## config.mk

```make
export PLATFORM = sky130hd
export DESIGN_NAME = annexb_idr_frame_splitter_unit
export DESIGN_NICKNAME = d
export VERILOG_FILES = /design/src/hw/rtl/aidr_pkg.sv /design/src/hw/rtl/aidr_decide.sv /design/src/hw/rtl/aidr_result_reg.sv /design/src/hw/rtl/annexb_idr_frame_splitter_unit.sv
export SDC_FILE = /design/constraint.sdc
export NUM_CORES = 1
export LEC_CHECK = 0
export ABC_AREA = 0
export ABC_CLOCK_PERIOD_IN_PS = 7700
export BUFFER_PORTS_ARGS = -buffer_cell sky130_fd_sc_hd__buf_2
export CAP_MARGIN = 20
export CORE_AREA = 2 2 185 187
export CTS_CLUSTER_SIZE = 25
export DETAILED_ROUTE_END_ITERATION = 8
export DIE_AREA = 0 0 187 189
export PLACE_DENSITY = 0.67
export SYNTH_ARGS = -nofsm -noshare
export SYNTH_HDL_FRONTEND = slang
export SYNTH_SLANG_ARGS = --single-unit
```

## constraint.sdc

```tcl
create_clock -name clk_i -period 7.7 [get_ports clk_i]
set_clock_uncertainty 0.15 [all_clocks]
set_input_delay 0.77 -clock clk_i [delete_from_list [all_inputs] [get_ports clk_i]]
set_output_delay 0.77 -clock clk_i [all_outputs]
set_load 0.02 [all_outputs]
```

## src/hw/rtl/aidr_pkg.sv

```systemverilog
// Shared types, constants and start-code helper functions for the Annex B IDR frame splitter.
// Used by aidr_decide, aidr_result_reg and the top level. No dependencies.
package aidr_pkg;

  localparam int unsigned FRAME_INDEX_BITS_DEF = 32;
  localparam int unsigned HOLD_DEPTH           = 5;
  localparam int unsigned WIN_DEPTH            = 6;

  localparam logic [4:0] NAL_TYPE_MASK = 5'h1F;
  localparam logic [4:0] NAL_TYPE_IDR  = 5'd5;
  localparam logic [7:0] SC_ZERO       = 8'h00;
  localparam logic [7:0] SC_ONE        = 8'h01;
  localparam logic [2:0] SC_LONG       = 3'd4;
  localparam logic [2:0] SC_SHORT      = 3'd3;

  // Byte k of the decision window sits in entry k.
  typedef logic [WIN_DEPTH-1:0][7:0] win_t;

  // Scan state carried from one decision to the next.
  typedef struct packed {
    logic [2:0] skip;
    logic       in_frame;
    logic       next_first;
  } aidr_ctl_t;

  // Per-byte outcome handed to the result register.
  typedef struct packed {
    logic [7:0] data;
    logic       first;
    logic       last;
    logic       run_last;
  } aidr_res_t;

  // Size of a start code at position p (0 or 1) of a window holding rl valid bytes.
  function automatic logic [2:0] code_size(win_t w, logic [2:0] rl, logic [2:0] p);
    logic [3:0] end4;
    logic [3:0] end3;
    logic [2:0] size;
    end4 = 4'(p) + 4'(SC_LONG);
    end3 = 4'(p) + 4'(SC_SHORT);
    size = 3'd0;
    if (end4 <= 4'(rl) && w[p] == SC_ZERO && w[3'(p + 3'd1)] == SC_ZERO &&
        w[3'(p + 3'd2)] == SC_ZERO && w[3'(p + 3'd3)] == SC_ONE) begin
      size = SC_LONG;
    end else if (end3 <= 4'(rl) && w[p] == SC_ZERO && w[3'(p + 3'd1)] == SC_ZERO &&
                 w[3'(p + 3'd2)] == SC_ONE) begin
      size = SC_SHORT;
    end
    return size;
  endfunction

  // True when a start code at position p is followed by an IDR NAL header inside the window.
  function automatic logic idr_at(win_t w, logic [2:0] rl, logic [2:0] p);
    logic [2:0] size;
    logic [3:0] pos;
    logic       hit;
    size = code_size(w, rl, p);
    pos  = 4'(p) + 4'(size);
    hit  = 1'b0;
    if (size != 3'd0 && pos < 4'(rl)) begin
      hit = (w[pos[2:0]][4:0] & NAL_TYPE_MASK) == NAL_TYPE_IDR;
    end
    return hit;
  endfunction

endpackage

```

## src/hw/rtl/aidr_decide.sv

```systemverilog
// Decision logic for one byte at the head of the window: start-code skip, IDR detection,
// frame counting and the first/last marks. Depends on aidr_pkg.
module aidr_decide #(
  parameter int unsigned FRAME_INDEX_BITS = aidr_pkg::FRAME_INDEX_BITS_DEF
) (
  input  aidr_pkg::win_t                win_i,
  input  logic [2:0]                    len_i,
  input  logic                          eos_i,
  input  aidr_pkg::aidr_ctl_t           ctl_i,
  input  logic [FRAME_INDEX_BITS-1:0]   cnt_i,
  output aidr_pkg::aidr_ctl_t           ctl_o,
  output logic [FRAME_INDEX_BITS-1:0]   cnt_o,
  output logic                          emit_o,
  output logic                          first_o,
  output logic                          last_o
);
  import aidr_pkg::*;

  logic [2:0] size;
  logic       opens;
  logic       in_frame_n;
  logic       first_n;

  always_comb begin
    size  = code_size(win_i, len_i, 3'd0);
    opens = 1'b0;
    ctl_o = ctl_i;
    cnt_o = cnt_i;
    if (ctl_i.skip != 3'd0) begin
      ctl_o.skip = ctl_i.skip - 3'd1;
    end else if (size != 3'd0) begin
      ctl_o.skip = size - 3'd1;
      opens      = idr_at(win_i, len_i, 3'd0);
    end
    in_frame_n = ctl_i.in_frame;
    first_n    = ctl_i.next_first;
    if (opens) begin
      // The index stops at its largest value rather than wrapping.
      if (ctl_i.in_frame && cnt_i != '1) begin
        cnt_o = cnt_i + 1'b1;
      end
      in_frame_n = 1'b1;
      first_n    = 1'b1;
    end
    emit_o   = in_frame_n;
    first_o  = first_n;
    last_o   = (eos_i && len_i == 3'd1) ||
               (ctl_o.skip == 3'd0 && len_i > 3'd1 && idr_at(win_i, len_i, 3'd1));
    ctl_o.in_frame   = in_frame_n;
    ctl_o.next_first = in_frame_n ? 1'b0 : first_n;
  end

endmodule

```

## src/hw/rtl/aidr_result_reg.sv

```systemverilog
// Output register of the splitter: holds one result item, adds the timestamp base and
// packs the stream fields. Depends on aidr_pkg.
module aidr_result_reg (
  input  logic                 clk_i,
  input  logic                 rst_ni,
  input  logic                 load_i,
  input  aidr_pkg::aidr_res_t  res_i,
  input  logic [63:0]          index_i,
  input  logic [63:0]          base_i,
  output logic                 free_o,
  output logic                 m_axis_tvalid_o,
  input  logic                 m_axis_tready_i,
  // [7:0] frame_byte, [39:8] frame_index, [103:40] frame_time
  output logic [103:0]         m_axis_tdata_o,
  // [0] frame_first, [1] run_last
  output logic [1:0]           m_axis_tuser_o,
  output logic                 m_axis_tlast_o
);
  import aidr_pkg::*;

  logic        valid_q, valid_d;
  aidr_res_t   res_q;
  logic [31:0] index_q;
  logic [63:0] time_q;

  assign free_o  = !valid_q || m_axis_tready_i;
  assign valid_d = load_i ? 1'b1 : (m_axis_tready_i ? 1'b0 : valid_q);

  always_ff @(posedge clk_i or negedge rst_ni) begin
    if (!rst_ni) begin
      valid_q <= 1'b0;
    end else begin
      valid_q <= valid_d;
    end
  end

  always_ff @(posedge clk_i) begin
    if (load_i) begin
      res_q   <= res_i;
      index_q <= index_i[31:0];
      time_q  <= base_i + index_i;
    end
  end

  assign m_axis_tvalid_o = valid_q;
  assign m_axis_tdata_o  = {time_q, index_q, res_q.data};
  assign m_axis_tuser_o  = {res_q.run_last, res_q.first};
  assign m_axis_tlast_o  = res_q.last;

endmodule

```

## src/hw/rtl/annexb_idr_frame_splitter_unit.sv

```systemverilog
// Annex B IDR frame splitter, top level: five-byte hold line, end-of-stream flush sequencer.
// A byte is decided when the fifth byte after it is accepted and is registered at the output in the next cycle.
// Throughput: one byte per cycle while the output accepts; an end-of-stream item holds the input
// while the shared decision unit walks the held bytes, one per cycle while the output accepts.
// Reset: asynchronous, active low; clears the scan state and the timestamp base.
// Depends on aidr_pkg, aidr_decide and aidr_result_reg.
module annexb_idr_frame_splitter_unit #(
  parameter int unsigned FRAME_INDEX_BITS = aidr_pkg::FRAME_INDEX_BITS_DEF
) (
  input  logic          clk_i,
  input  logic          rst_ni,
  input  logic          cfg_we_i,
  input  logic [63:0]   cfg_wdata_i,      // timestamp_base
  input  logic          s_axis_tvalid_i,
  output logic          s_axis_tready_o,
  input  logic [7:0]    s_axis_tdata_i,   // [7:0] data_byte
  input  logic          s_axis_tlast_i,   // end_of_stream
  output logic          m_axis_tvalid_o,
  input  logic          m_axis_tready_i,
  output logic [103:0]  m_axis_tdata_o,   // [7:0] frame_byte, [39:8] frame_index,
                                          // [103:40] frame_time
  output logic [1:0]    m_axis_tuser_o,   // [0] frame_first, [1] run_last
  output logic          m_axis_tlast_o    // frame_last
);
  import aidr_pkg::*;

  // Hold line: bytes that still wait for five successors. During a flush the
  // final byte sits either in the hold line or, with a full line, in tail_q.
  logic [HOLD_DEPTH-1:0][7:0] hold_q, hold_d;
  logic [7:0]                 tail_q, tail_d;
  logic [2:0]                 pending_q, pending_d;
  logic                       flush_q, flush_d;
  logic [2:0]                 fidx_q, fidx_d;
  aidr_ctl_t                  ctl_q, ctl_d;
  logic [FRAME_INDEX_BITS-1:0] cnt_q, cnt_d;
  logic [63:0]                base_q;

  logic       out_free;
  logic       accept;
  logic       normal_go;
  logic       flush_go;
  logic       flush_end;
  win_t       win_full;
  win_t       win_dec;
  logic [2:0] len_dec;
  logic [3:0] shift_pos [WIN_DEPTH];

  aidr_ctl_t                   dec_ctl;
  logic [FRAME_INDEX_BITS-1:0] dec_cnt;
  logic                        dec_emit;
  logic                        dec_first;
  logic                        dec_last;
  aidr_res_t                   res;

  assign s_axis_tready_o = !flush_q && out_free;
  assign accept          = s_axis_tvalid_i && s_axis_tready_o;
  // A plain byte on a full hold line decides the oldest byte at once.
  assign normal_go       = accept && !s_axis_tlast_i && pending_q == 3'(HOLD_DEPTH);
  assign flush_go        = flush_q && out_free;
  assign flush_end       = flush_go && fidx_q == pending_q;

  // Window seen by the decision unit. In normal running it is the hold line plus
  // the incoming byte; during a flush it is the stored window shifted so that the
  // byte under decision sits at position zero.
  always_comb begin
    for (int k = 0; k < HOLD_DEPTH; k++) begin
      win_full[k] = hold_q[k];
    end
    win_full[WIN_DEPTH-1] = flush_q ? tail_q : s_axis_tdata_i;
    for (int k = 0; k < WIN_DEPTH; k++) begin
      shift_pos[k] = 4'(k) + 4'(fidx_q);
      if (!flush_q) begin
        win_dec[k] = win_full[k];
      end else if (shift_pos[k] < 4'(WIN_DEPTH)) begin
        win_dec[k] = win_full[shift_pos[k][2:0]];
      end else begin
        win_dec[k] = SC_ZERO;
      end
    end
    len_dec = flush_q ? 3'(pending_q - fidx_q + 3'd1) : 3'(WIN_DEPTH);
  end

  aidr_decide #(
    .FRAME_INDEX_BITS(FRAME_INDEX_BITS)
  ) u_decide (
    .win_i   (win_dec),
    .len_i   (len_dec),
    .eos_i   (flush_q),
    .ctl_i   (ctl_q),
    .cnt_i   (cnt_q),
    .ctl_o   (dec_ctl),
    .cnt_o   (dec_cnt),
    .emit_o  (dec_emit),
    .first_o (dec_first),
    .last_o  (dec_last)
  );

  assign res.data     = win_dec[0];
  assign res.first    = dec_first;
  assign res.last     = dec_last;
  // A normal step gives at most one item; in a flush every byte after the first
  // frame byte is sent, so the final window byte ends the run.
  assign res.run_last = flush_q ? (fidx_q == pending_q) : 1'b1;

  aidr_result_reg u_result (
    .clk_i           (clk_i),
    .rst_ni          (rst_ni),
    .load_i          ((normal_go || flush_go) && dec_emit),
    .res_i           (res),
    .index_i         (64'(dec_cnt)),
    .base_i          (base_q),
    .free_o          (out_free),
    .m_axis_tvalid_o (m_axis_tvalid_o),
    .m_axis_tready_i (m_axis_tready_i),
    .m_axis_tdata_o  (m_axis_tdata_o),
    .m_axis_tuser_o  (m_axis_tuser_o),
    .m_axis_tlast_o  (m_axis_tlast_o)
  );

  // Next-state logic for the hold line, the flush sequencer and the scan state.
  always_comb begin
    hold_d    = hold_q;
    tail_d    = tail_q;
    pending_d = pending_q;
    flush_d   = flush_q;
    fidx_d    = fidx_q;
    ctl_d     = ctl_q;
    cnt_d     = cnt_q;
    if (accept) begin
      if (s_axis_tlast_i) begin
        // Park the final byte behind the held ones and start the flush walk.
        if (pending_q == 3'(HOLD_DEPTH)) begin
          tail_d = s_axis_tdata_i;
        end else begin
          for (int k = 0; k < HOLD_DEPTH; k++) begin
            if (3'(k) == pending_q) begin
              hold_d[k] = s_axis_tdata_i;
            end
          end
        end
        flush_d = 1'b1;
        fidx_d  = 3'd0;
      end else if (pending_q == 3'(HOLD_DEPTH)) begin
        for (int k = 0; k < HOLD_DEPTH - 1; k++) begin
          hold_d[k] = hold_q[k+1];
        end
        hold_d[HOLD_DEPTH-1] = s_axis_tdata_i;
      end else begin
        for (int k = 0; k < HOLD_DEPTH; k++) begin
          if (3'(k) == pending_q) begin
            hold_d[k] = s_axis_tdata_i;
          end
        end
        pending_d = pending_q + 3'd1;
      end
    end
    if (normal_go || flush_go) begin
      ctl_d = dec_ctl;
      cnt_d = dec_cnt;
    end
    if (flush_go) begin
      fidx_d = fidx_q + 3'd1;
    end
    if (flush_end) begin
      // The stream is over: the hold count, flush sequencer, scan state and frame index return to reset.
      flush_d   = 1'b0;
      fidx_d    = 3'd0;
      pending_d = 3'd0;
      ctl_d     = '0;
      cnt_d     = '0;
    end
  end

  always_ff @(posedge clk_i or negedge rst_ni) begin
    if (!rst_ni) begin
      pending_q <= 3'd0;
      flush_q   <= 1'b0;
      fidx_q    <= 3'd0;
      ctl_q     <= '0;
      cnt_q     <= '0;
      base_q    <= 64'd0;
      hold_q    <= '0;
    end else begin
      pending_q <= pending_d;
      flush_q   <= flush_d;
      fidx_q    <= fidx_d;
      ctl_q     <= ctl_d;
      cnt_q     <= cnt_d;
      hold_q    <= hold_d;
      if (cfg_we_i) begin
        base_q <= cfg_wdata_i;
      end
    end
  end

  always_ff @(posedge clk_i) begin
    tail_q <= tail_d;
  end

  // The input must stay closed while held bytes are being flushed.
  assert property (@(posedge clk_i) disable iff (!rst_ni)
    flush_q |-> !s_axis_tready_o)
    else $error("input open during flush");

  // The flush walk never runs past the stored window.
  assert property (@(posedge clk_i) disable iff (!rst_ni)
    flush_q |-> fidx_q <= pending_q)
    else $error("flush index beyond window");

  // The hold line never claims more bytes than it has.
  assert property (@(posedge clk_i) disable iff (!rst_ni)
    pending_q <= 3'(HOLD_DEPTH))
    else $error("hold count overflow");

  // The last flush step leaves the scan state at its reset value.
  assert property (@(posedge clk_i) disable iff (!rst_ni)
    flush_end |=> !flush_q && pending_q == 3'd0 && ctl_q == '0 && cnt_q == '0)
    else $error("state not cleared after flush");

endmodule
```

== Yosys cells after proc, flatten, opt, wreduce, memory -nomap -nowiden ==
Index checks and enable logic that the tools add are counted.
W data, S select, Z words.

* Add/subtract/negate cells: 14
* Order comparisons: 20
* Equality and inequality tests: 16
* Mux-type cells: 72
* Reduce and logical (&&, ||, !) cells: 54

{| class="wikitable"
|+ Operator list
! operator !! number
|-
| $bmux W8 S3 || 8
|-
| $mux W8 || 24
|-
| $mux W32 || 4
|-
| $mux W40 || 3
|-
| $add A64 B32 Y64 || 1
|-
| $mux W3 || 15
|-
| $add A32 B1 Y32 const B || 1
|-
| $logic_not A8 Y1 || 4
|-
| $lt A3 B4 Y1 const B || 8
|-
| $ne A32 B32 Y1 const B || 1
|-
| $logic_and A1 B1 Y1 || 27
|-
| $eq A8 B1 Y1 const B || 3
|-
| $lt A4 B3 Y1 const B || 5
|-
| $mux W5 || 4
|-
| $reduce_bool A3 Y1 || 6
|-
| $mux W1 || 12
|-
| $eq A5 B3 Y1 const B || 2
|-
| $add A3 B1 Y3 const B || 3
|-
| $add A1 B3 Y4 const A || 2
|-
| $add A2 B3 Y4 const A || 2
|-
| $add A3 B3 Y4 const A || 2
|-
| $reduce_bool A2 Y1 || 4
|-
| $eq A2 B3 Y1 const A || 2
|-
| $le A3 B3 Y1 const A || 2
|-
| 20 further kinds || 31
|}

* Register bits: 264
* Input bits: 78

== Depth between registers and ports, before layout ==
Gate-level depths: netlist of the first run.

* Word-level depth: 24
* Depth in mapped cells: 36
* Mapped depth without buffers: 31

== Modules after synthesis ==
From an unflattened synthesis of the first run, not the netlist that was laid out.

* Cells, all modules: 1680
* Area total of the unflattened synthesis: 17530.6 sq um

{| class="wikitable"
|+ By module, submodules not included
! module !! times used !! cells each !! area each (sq um)
|-
| annexb_idr_frame_splitter_unit || 1 || 770 || 8709.6
|-
| aidr_result_reg || 1 || 709 || 7443.4
|-
| aidr_decide || 1 || 201 || 1377.6
|}

== Worst setup path after synthesis of the first run ==
OpenSTA, ideal clock, no wires.

* Path type: register to register
* From: register fidx_q[1]
* To: register u_result.time_q[62], data pin
* Setup time: 0.260 ns
* Data arrival time: 7.413 ns
* Data required time: 7.290 ns
* Setup slack: -0.124 ns
* Stages on the path, launching flop included: 32
* Path buffers: 5
* Period minus slack after synthesis: 7.824 ns
* Path through: dfrtp_1 > buf_4 > clkbuf_1 > inv_2 > ha_1 > xnor2_1 > mux4_2 > o211ai_1 > nand3_1 > a311oi_2 > nand2_1 > nor4b_1 > ha_1 > a211oi_1 > nand3b_1 > a211oi_2 > buf_2 > buf_2 > nand2_1 > xnor2_1 > ha_1 > nor2b_1 > o31a_1 > a41o_1 > o311ai_0 > and2_1 > o31ai_1 > a2111o_1 > o211ai_1 > clkbuf_1 > nor2_1 > xor2_1

* Cells in the longest elaborated chain, start to end: 20
* Elaborated cells on any way between the ends: 68
* Classes of those cells: add/sub: 8; order compare: 9; eq/ne: 3; mux: 35; reduce/logical: 13

{| class="wikitable"
|+ Ends and longest elaborated chain
! item !! line !! text
|-
| start: declaration || annexb_idr_frame_splitter_unit.sv:33 || <nowiki>logic [2:0] fidx_q, fidx_d;</nowiki>
|-
| start signal: assignment || annexb_idr_frame_splitter_unit.sv:186 || <nowiki>fidx_q <= fidx_d;</nowiki>
|-
| parallel branches: the longest is 16 deep, another holds $sub A3 B3 Y3 || -- ||
|-
| $mux W1 * || aidr_decide.sv:31 || <nowiki>end else if (size != 3'd0) begin</nowiki>
|-
| $mux W1 * || aidr_decide.sv:29 || <nowiki>if (ctl_i.skip != 3'd0) begin</nowiki>
|-
| $mux W32 * || aidr_decide.sv:37 || <nowiki>if (opens) begin</nowiki>
|-
| via dec_cnt[2] || annexb_idr_frame_splitter_unit.sv:49 || <nowiki>logic [FRAME_INDEX_BITS-1:0] dec_cnt;</nowiki>
|-
| $add A64 B32 Y64 * || aidr_result_reg.sv:41 || <nowiki>time_q <= base_i + index_i;</nowiki>
|-
| end signal: assignment || aidr_result_reg.sv:41 ||
|-
| end: declaration || aidr_result_reg.sv:24 || <nowiki>logic [63:0] time_q;</nowiki>
|}

Mark *: on every way through the listed nets, which the timed path passes. The select of a mux whose other input is x is not followed.
A chain may end at the register's enable or synchronous reset.

== Worst setup path after layout of the first run ==
* From: register flush_q
* To: register u_result.time_q[53], data pin

* Cells in the longest elaborated chain, start to end: 21
* Elaborated cells on any way between the ends: 56
* Classes of those cells: add/sub: 1; order compare: 3; eq/ne: 3; mux: 36; reduce/logical: 13

{| class="wikitable"
|+ Ends and longest elaborated chain
! item !! line !! text
|-
| start: declaration || annexb_idr_frame_splitter_unit.sv:32 || <nowiki>logic flush_q, flush_d;</nowiki>
|-
| start signal: assignment || annexb_idr_frame_splitter_unit.sv:185 || <nowiki>flush_q <= flush_d;</nowiki>
|-
| $mux W8 || annexb_idr_frame_splitter_unit.sv:69 || <nowiki>win_full[WIN_DEPTH-1] = flush_q ? tail_q : s_axis_tdata_i;</nowiki>
|-
| $bmux W8 S3 || annexb_idr_frame_splitter_unit.sv:75 || <nowiki>win_dec[k] = win_full[shift_pos[k][2:0]];</nowiki>
|-
| $mux W8 (implied by the code) || annexb_idr_frame_splitter_unit.sv:75 ||
|-
| $mux W8 || annexb_idr_frame_splitter_unit.sv:74 || <nowiki>end else if (shift_pos[k] < 4'(WIN_DEPTH)) begin</nowiki>
|-
| $mux W8 || annexb_idr_frame_splitter_unit.sv:72 || <nowiki>if (!flush_q) begin</nowiki>
|-
| $logic_not A8 Y1 || aidr_pkg.sv:42, aidr_pkg.sv:45 ||
|-
| $logic_and A1 B1 Y1, on equally long branches (3 in series) || aidr_pkg.sv:45, aidr_pkg.sv:42 ||
|-
| $mux W2 or $logic_and A1 B1 Y1 (tied branches) || aidr_pkg.sv:45, aidr_pkg.sv:43 ||
|-
| [... 4 more ...] || -- ||
|-
| $mux W5 (implied by the code) || aidr_pkg.sv:61 || <nowiki>hit = (w[pos[2:0]][4:0] & NAL_TYPE_MASK) == NAL_TYPE_IDR;</nowiki>
|-
| $eq A5 B3 Y1 || aidr_pkg.sv:61 ||
|-
| $mux W1 || aidr_pkg.sv:60 || <nowiki>if (size != 3'd0 && pos < 4'(rl)) begin</nowiki>
|-
| $mux W1 * || aidr_decide.sv:31 ||
|-
| $mux W1 * || aidr_decide.sv:29 ||
|-
| $mux W32 * || aidr_decide.sv:37 ||
|-
| via dec_cnt[24] || annexb_idr_frame_splitter_unit.sv:49 ||
|-
| $add A64 B32 Y64 * || aidr_result_reg.sv:41 ||
|}

The timed path passes the listed nets; every way through them passes the cells marked *. The select of a mux whose other input is x is not followed.

==> results of run 1 <==
worst max-delay path: cells and delay by family (launching register included):
kind                       cells  cell delay, ns
xor gates and xnor gates       2            0.26
AOI/OAI and AO/OA             10            1.97
buffers and inverters          6            1.09
adders and majority gates      2            0.58
muxes                          1            0.45
DFF                            1            0.48
and+or+nand+nor               10            2.07
layer usage:
layer	GRT usage	wire, um	up-vias
met5	0	0	-
met4	0.08394	1339	0
met3	0.03207	2612	89
met2	0.3939	20590	493
met1	0.3236	18980	6124
li1	-	-	5795
where the power goes:
part,switching [W],internal [W],leakage (nW)
combinational,0.00135,0.000957,4.44
clock,0.000577,0.000815,0.481
sequential,0.000240,0.00163,2.98
through the flow:
stage / cell area, um2 / worst slack (ns) / setup TNS (ns) / cells / util
detailed placement: 17070 / -0.08847 / -0.8961 / 2082 / 0.5129
global placement: 17060 / 0.04728 / 0 / 2081 / 0.5125
finish: 18320 / 0.3820 / 0 / 2143 / 0.5504
CTS: 18040 / 0.01104 / 0 / 2138 / 0.5419
global route: 18320 / -0.04330 / -0.1856 / 2143 / 0.5504
floorplan: 14890 / 0.03616 / 0 / 1394 / -
kinds of logic after synthesis:
logic type	share of synthesized area
AO/OA/AOI/OAI	0.1579
XOR/XNOR	0.05591
adder cells (fa/ha/maj)	0.04590
buffers and inverters	0.02741
flip-flops	0.4826
multiplexers	0.09130
AND/OR/NAND/NOR	0.1390
state kept, by name, summed over array words and instances, names as in the netlist:
name                      flops
u_result.index_q             32
u_result.m_axis_tlast_o       1
hold_q                       40
u_result.time_q              64
ctl_q                         5
base_q                       64
cnt_q                        32
pending_q                     3
fidx_q                        3
tail_q                        8
u_result.m_axis_tuser_o       2
flush_q                       1
u_result.m_axis_tdata_o       8
u_result.m_axis_tvalid_o      1
timing repair:
action	in CTS	in global routing
gates resized for setup	1	40
endpoints found under the setup margin	6	35
cloned	0	1
pin swaps	0	8
hold buffers	0	0
buffers inserted	0	4
path summary, 6_finish.rpt:
check,startpoint,to,slack (ns),cells after the start
worst min register to register,ctl_q[0],ctl_q[0],0.36,1
max in group asynchronous,rst_ni,base_q[46],5.80,2
worst min-delay path,rst_ni,fidx_q[2],0.14,1
worst max register to register,flush_q,u_result.time_q[53],0.38,31
min in group clk_i,cfg_wdata_i[49],base_q[49],0.30,3
worst max-delay path,flush_q,u_result.time_q[53],0.38,31
cells in the mapped netlist, types with 5 or more instances:
library cell and n:
edfxtp_1 115, nor2b_1 14, clkbuf_1 36, o41ai_1 7, a41oi_1 6, nand3_1 23, buf_1 5, o21ai_0 58
xor2_1 43, mux2i_1 12, mux4_2 13, ha_1 53, o21ai_1 25, a31oi_1 15, nand2_1 93, a21o_1 21
inv_1 42, and2_1 12, nor2_1 106, mux2_2 80, a211oi_1 14, xnor2_1 52, nand2b_1 12, o22ai_1 25
or2_2 7, o211ai_1 5, buf_2 11, nor3b_1 8, and3_1 29, a21oi_1 97, nor4b_1 10, nor3_1 37
a2111oi_0 5, o21a_1 7, nor4_1 12, a22oi_1 7, nand4_1 19, or3_1 8, o31ai_1 22, dfrtp_1 149
layout make-up:
| cell class | count | share of cell area |
|---|---|---|
| tap | 448 | 0.03060 |
| timing repair buffer | 301 | 0.1038 |
| inverter | 44 | 0.009153 |
| clock inverter | 13 | 0.005123 |
| clock buffer | 43 | 0.04754 |
| multi-input combinational | 1030 | 0.4115 |
| sequential | 264 | 0.3923 |
==> qor.txt, run 1 <==
Run status - complete, no violations
Post-DP HPWL - 31,750 um
Top cell type's share of synthesized area - 0.2505
WHS - 0.1387 ns
Initial DRC Count - 861
Async SR Flop Fraction - 0.5644
Core Area - 33,280 um2
Relative slew slack - 0.3069
Fillers - 2,897
FF/Latch Area - 7187 um2
Largest area contributor in the synthesized netlist - dfrtp_1
VDD IR-drop max - 0.2499 mV
Clock slew at reported path FFs - 0.07 ns
Synthesized flop and latch total - 264
Seq/Total Area, Yosys - 0.4826
EDFF count, synth - 115
Worst setup EP type - flop
Gpl congestion - 0.9569
Slew Limit Fails - 0
Final setup vio count - 0
Root Buffer - clkbuf_16
Crit path max fanout - 17
Via count - 12,501
Fmax - 136.6 MHz
Gate Count Post-Synth - 1,394
IO Port Bufs - 186
H-tree depth - 1
Mapped Nets - 1,526
Remaining DRCs - 0
Global-route wire length before repair - 67,590 um
Wire per inst - 20.31 um
Largest net degree at the start of global routing - 82
CP Launch Type - flop
Clk_lat worst skew - 0.56 ns
Gr ovfl total - 0
CP most frequent cell - buf_4
Dominant cells by area after synthesis - dfrtp_1, edfxtp_1, mux2_2
Commonest non-fill, non-tap cell in the layout - buf_2
Hold Path Class - in2async
Post-route ant nets - 0
Synth unique cells - 81
Ant diodes - 0
Die height - 189 um
Crit path DAT - 7.46 ns
CP max stage cell - dfrtp_2
Max Cap Viol - 0
Die area - 35,340 um2
Share of cells above drive strength 1 - 0.2909
WP data required - 7.84 ns
Final wirelength - 43,520 um
Global-route usage over all layers - 0.2384
Most used DFF post-synth - dfrtp_1
Vias in the first global route - 12,289
Mapped Avg Cell Area - 10.68 um2
Drt pass-1 iters - 7
Initial antenna violation count - 0
Synth Warn # - 0
Total power - 0.005573 W
Area of the multi-input gates - 7537 um2
P&R area growth vs syn - 23.08%
Total CTS buffers - 30
Min Tclk post-route - 7.318 ns
Top-Level Pins - 187
Nets - 1,803
Fin crit share - 0.9504
Starting density of the core - 0.4472
Commonest non-fill, non-tap cells in the layout - buf_2, dfrtp_1, edfxtp_1
Worst slew pin tran - 1.037 ns
Mapped cell area - 14,880 um2
DR vias/cell - 5.833
Type of the worst setup path - reg2reg
Final Hold Fails - 0
CTS tree - yes
Maximum buffer depth of the clock tree - 3
Die Wd - 187 um
Leak pwr - 7.903 nW
Num Clock Sinks - 264
Slowest stage delay, CP - 0.48 ns
Power per cell area - 304.2 nW/um2
FP Rows - 67
Note: power is estimated with default switching activity, not from simulation.
==> run 2, diff against run 1 <==
--- a/config.mk
+++ b/config.mk
@@ -9,11 +9,10 @@
 export ABC_CLOCK_PERIOD_IN_PS = 7700
 export BUFFER_PORTS_ARGS = -buffer_cell sky130_fd_sc_hd__buf_2
 export CAP_MARGIN = 20
-export CORE_AREA = 2 2 185 187
+export CORE_AREA = 2 2 196 198
 export CTS_CLUSTER_SIZE = 25
 export DETAILED_ROUTE_END_ITERATION = 8
-export DIE_AREA = 0 0 187 189
-export PLACE_DENSITY = 0.67
+export DIE_AREA = 0 0 198 200
 export SYNTH_ARGS = -nofsm -noshare
 export SYNTH_HDL_FRONTEND = slang
 export SYNTH_SLANG_ARGS = --single-unit
==> run 2 against run 1 <==
  * Sequential share of layout area shrank 0.61 points
  * Die area grew 12%
  * Combinational power grew 2%
  * Highest routed layer unchanged
==> qor.txt, run 2 (same netlist as run 1, synthesis figures left out) <==
Die area - 39,600 um2
WP data required - 7.82 ns
Final instance area - 18,610 um2
R2R Setup Slk - 0.36 ns
Num Clock Sinks - 264
Post-Place Cells - 2,159
Die Wd - 198 um
Total CTS buffers - 34
Commonest non-fill, non-tap cell in the layout - buf_2
Slew Limit Fails - 0
CP max stage cell - mux4_2
Die height - 200 um
DR vias/cell - 5.567
Leak pwr - 8.021 nW
CTS tree - yes
Fin crit share - 0.9532
Post-DP HPWL - 32,490 um
Slowest stage delay, CP - 0.54 ns
RR Endpoint - u_result.time_q[55]
Relative slew slack - 0.3026
Setup TNS - 0 ns
R2R cell count - 33
Final Hold Fails - 0
Global-route wire length before repair - 68,730 um
Top-Level Pins - 187
DP Area - 17,250 um2
Power per cell area - 311.5 nW/um2
Post-Layout Cell Count - 2,230
Gr ovfl total - 0
Min Tclk post-route - 7.339 ns
Max Cap Viol - 0
Crit path DAT - 7.46 ns
Global-route usage over all layers - 0.2231
Maximum buffer depth of the clock tree - 3
Run status - complete, no violations
Worst setup EP type - flop
Root Buffer - clkbuf_16
FP Rows - 71
Vias in the first global route - 12,111
CP most frequent cell - buf_4
IO Port Bufs - 186
Total power - 0.005797 W
Hold Path Class - in2async
Share of cells above drive strength 1 - 0.2932
Final setup vio count - 0
P&R area growth vs syn - 25.03%
Post-CTS Hold Buffers - 0
Initial DRC Count - 868
Crit path max fanout - 17
Clock slew at reported path FFs - 0.06 ns
Type of the worst setup path - reg2reg
Initial antenna violation count - 0
Clk_lat worst skew - 0.54 ns
Final wirelength - 44,500 um
RSZ-0062 raised after global routing - yes
Largest registers - base_q: 64 flops, u_result.time_q: 64 flops, hold_q: 40 flops
Via count - 12,415
Post-route ant nets - 0
Worst slew pin tran - 1.044 ns
Fillers - 3,441
Drt pass-1 iters - 5
H-tree depth - 2
Reg2reg start - fidx_q[0]
Core Area - 37,400 um2
Starting density of the core - 0.3979
Commonest non-fill, non-tap cells in the layout - buf_2, dfrtp_1, buf_4
Nets - 1,826
Wire per inst - 19.96 um
Remaining DRCs - 0
CP Launch Type - flop
VDD IR-drop max - 0.2366 mV
Gpl congestion - 0.9508
Fmax - 136.3 MHz
Largest net degree at the start of global routing - 83
Ant diodes - 0
==> run 2: area by class of cell <==
cell class              count  area [um2]  share of cell area
clock buffers              49       938.4             0.05043
repair buffers            320        2056              0.1105
flip-flops and latches    264        7188              0.3863
inverters                  44       167.7            0.009010
multi-input cells        1030        7458              0.4008
clock inverters            12       160.2            0.008607
well taps                 511       639.4             0.03436
==> run 2: critical path: cells and delay by family, from the launching register on <==
family | cells | cell delay [ns]
muxes | 1 | 0.54
DFF | 1 | 0.48
xor gates and xnor gates | 2 | 0.28
buffers and inverters | 7 | 1.21
and+or+nand+nor | 12 | 2.30
AOI/OAI and AO/OA | 9 | 1.57
adders and majority gates | 2 | 0.54
==> run 2: routing by layer <==
| metal | part of all wire | track usage | routed length, um |
|---|---|---|---|
| met5 | 0 | 0 | 0 |
| met4 | 0.027 | 0.08131 | 1192 |
| met3 | 0.062 | 0.03881 | 2759 |
| met2 | 0.47 | 0.3633 | 20980 |
| met1 | 0.44 | 0.3000 | 19570 |
==> run 2: what timing repair did <==
item,4_1_cts,5_1_grt
endpoints found under the setup margin,0,38
buffers inserted,0,8
gates resized for setup,0,28
==> run 2: how the worst max path moves through the flow <==
stage,from,endpoint,slack [ns],depth (start not counted)
final,fidx_q[0],u_result.time_q[55],0.36,33
after global routing,fidx_q[0],u_result.time_q[55],-0.04,32
after CTS,fidx_q[0],u_result.time_q[60],0.06,32
after detailed placement,s_axis_tdata_i[3],u_result.time_q[60],-0.02,29
after global placement,s_axis_tdata_i[3],u_result.time_q[60],0.08,29
after floorplan,fidx_q[1],u_result.time_q[62],0.04,31
==> run 2: report_power, final <==
group          leakage (nW)  switching [W]  internal [W]
Combinational          4.50        0.00136      0.000996
Clock                 0.535       0.000614      0.000953
Sequential             2.98       0.000239       0.00164
==> run 2: through the flow <==
stage	setup WS, ns	utilization	hold WS [ns]
2_1_floorplan	0.03616	-	0.3005
3_3_place_gp	0.07594	0.4611	0.3201
3_5_place_dp	-0.01846	0.4611	0.3419
4_1_cts	0.05981	0.4905	0.1454
5_1_grt	-0.03548	0.4975	0.1893
6_report	0.3606	0.4975	0.1381
==> run 3, diff against run 2 <==
--- a/config.mk
+++ b/config.mk
@@ -9,10 +9,11 @@
 export ABC_CLOCK_PERIOD_IN_PS = 7700
 export BUFFER_PORTS_ARGS = -buffer_cell sky130_fd_sc_hd__buf_2
 export CAP_MARGIN = 20
-export CORE_AREA = 2 2 196 198
+export CORE_AREA = 2 2 213 215
 export CTS_CLUSTER_SIZE = 25
 export DETAILED_ROUTE_END_ITERATION = 8
-export DIE_AREA = 0 0 198 200
+export DIE_AREA = 0 0 215 217
 export SYNTH_ARGS = -nofsm -noshare
 export SYNTH_HDL_FRONTEND = slang
+export SYNTH_HIERARCHICAL = 1
 export SYNTH_SLANG_ARGS = --single-unit
==> run 3 against run 2 <==
  * Final cell count increased by 14%
  * Global-route usage is 0.29 points lower
  * Sequential share of layout area shrank 4.1 points
  * Critical endpoint is now u_result/time_q[58]
  * Wire length rose by 19%
  * Largest cell class unchanged
  * Critical path type unchanged
==> qor.txt, run 3 <==
Global-route wire length before repair - 81,800 um
CTS tree - yes
Drt pass-1 iters - 5
Ant diodes - 0
Type of the worst setup path - reg2reg
Die area - 46,660 um2
Setup TNS - 0 ns
Post-route ant nets - 0
Maximum buffer depth of the clock tree - 3
Fmax - 136.1 MHz
Nets - 2,082
CP Launch Type - flop
Met1 Track Usage GR - 0.3046
Root Buffer - clkbuf_16
Largest net degree at the start of global routing - 83
Post-CTS Hold Buffers - 0
FP Rows - 78
GR peak layer - met2
Via count - 14,563
Remaining DRCs - 0
Share of cells above drive strength 1 - 0.2792
Final wirelength - 52,990 um
Final Hold Fails - 0
Slew Limit Fails - 0
Total power - 0.006031 W
Slowest stage delay, CP - 0.42 ns
Gate Count Post-Synth - 1,671
Met3 usage - 0.02795
Clk_lat worst skew - 0.60 ns
Hold Path Class - in2async
Worst slew pin tran - 0.9383 ns
Gpl congestion - 0.9575
Mapped cell area - 17,480 um2
Mapped Avg Cell Area - 10.46 um2
WP data required - 7.89 ns
P&R area growth vs syn - 19.01%
Vias in the first global route - 14,238
Global-route usage over all layers - 0.2202
Starting density of the core - 0.3911
Largest registers - base_q: 64 flops, u_result/time_q: 64 flops, hold_q: 40 flops
Synth Warn # - 6
Die Wd - 215 um
Commonest non-fill, non-tap cell in the layout - buf_2
Crit path max fanout - 21
GRT met2 Usage - 0.3612
Relative slew slack - 0.3745
Num Clock Sinks - 264
Clock slew at reported path FFs - 0.06 ns
Gr ovfl total - 0
Total CTS buffers - 31
H-tree depth - 1
Min Tclk post-route - 7.347 ns
Initial DRC Count - 1,088
Final setup vio count - 0
VDD IR-drop max - 0.1925 mV
Worst setup EP type - flop
IO Port Bufs - 186
Initial antenna violation count - 1
Power per cell area - 289.9 nW/um2
Fin crit share - 0.9542
Crit path DAT - 7.54 ns
Wire per inst - 20.82 um
Max Cap Viol - 0
DR vias/cell - 5.722
Leak pwr - 8.567 nW
Die height - 217 um
Top-Level Pins - 187
WHS - 0.1033 ns
Run status - complete, no violations
Core Area - 44,700 um2
Post-DP HPWL - 39,180 um
Commonest non-fill, non-tap cells in the layout - buf_2, nand2_1, dfrtp_1
CP max stage cell - or4_1
==> run 3: report_power, final <==
group | total (W) | internal, W | switching [W]
Combinational | 0.00260 | 0.00112 | 0.00148
Sequential | 0.00191 | 0.00165 | 0.000269
Clock | 0.00151 | 0.000891 | 0.000622
Total | 0.00603 | 0.00366 | 0.00237
==> run 3: critical path, delay by kind of cell (launching register included) <==
family / cells / cell delay [ns]
adders and majority gates: 3 / 1.10
xor gates and xnor gates: 2 / 0.30
buffers and inverters: 5 / 0.96
AOI/OAI and AO/OA: 9 / 2.00
and+or+nand+nor: 8 / 2.21
DFF: 1 / 0.35
==> run 3: worst paths after layout <==
| kind | endpoint | start | depth (start not counted) | slack, ns |
|---|---|---|---|---|
| hold / removal | base_q[2] | rst_ni | 1 | 0.10 |
| setup reg to reg | u_result/time_q[58] | fidx_q[1] | 27 | 0.35 |
| min in group clk_i | base_q[56] | cfg_wdata_i[56] | 2 | 0.25 |
| setup / recovery | u_result/time_q[58] | fidx_q[1] | 27 | 0.35 |
| max in group asynchronous | fidx_q[0] | rst_ni | 2 | 5.82 |
| hold reg to reg | ctl_q[0] | ctl_q[0] | 2 | 0.34 |
==> run 3: layout make-up <==
type	instances	area, um2
well taps	600	750.7
fillers	4250	23890
inverters	58	217.7
multi-input cells	1285	9862
clock inverters	22	229.0
flip-flops and latches	264	7183
repair buffers	280	1748
clock buffers	36	814.5
==> run 3: layer usage <==
layer	share of wire	routed length (um)	vias to the layer above
li1	-	-	6771
met1	0.45	23730	7168
met2	0.46	24580	525
met3	0.055	2923	99
met4	0.033	1759	0
met5	0	0	-
==> run 3: what timing repair did <==
item / in CTS / in global routing
setup buffers: 0 / 4
resized for setup: 0 / 39
setup endpoints to repair: 0 / 35
==> run 3: per-stage QoR <==
step / setup slack, ns / instance area (um2) / std cells / util
after detailed placement: -0.02082 / 19450 / 2481 / 0.4353
after global placement: 0.1922 / 19450 / 2481 / 0.4353
final: 0.3527 / 20810 / 2545 / 0.4655
after global routing: -0.0003668 / 20810 / 2545 / 0.4655
after CTS: 0.03017 / 20500 / 2539 / 0.4586
after floorplan: 0.1557 / 17600 / 1702 / -
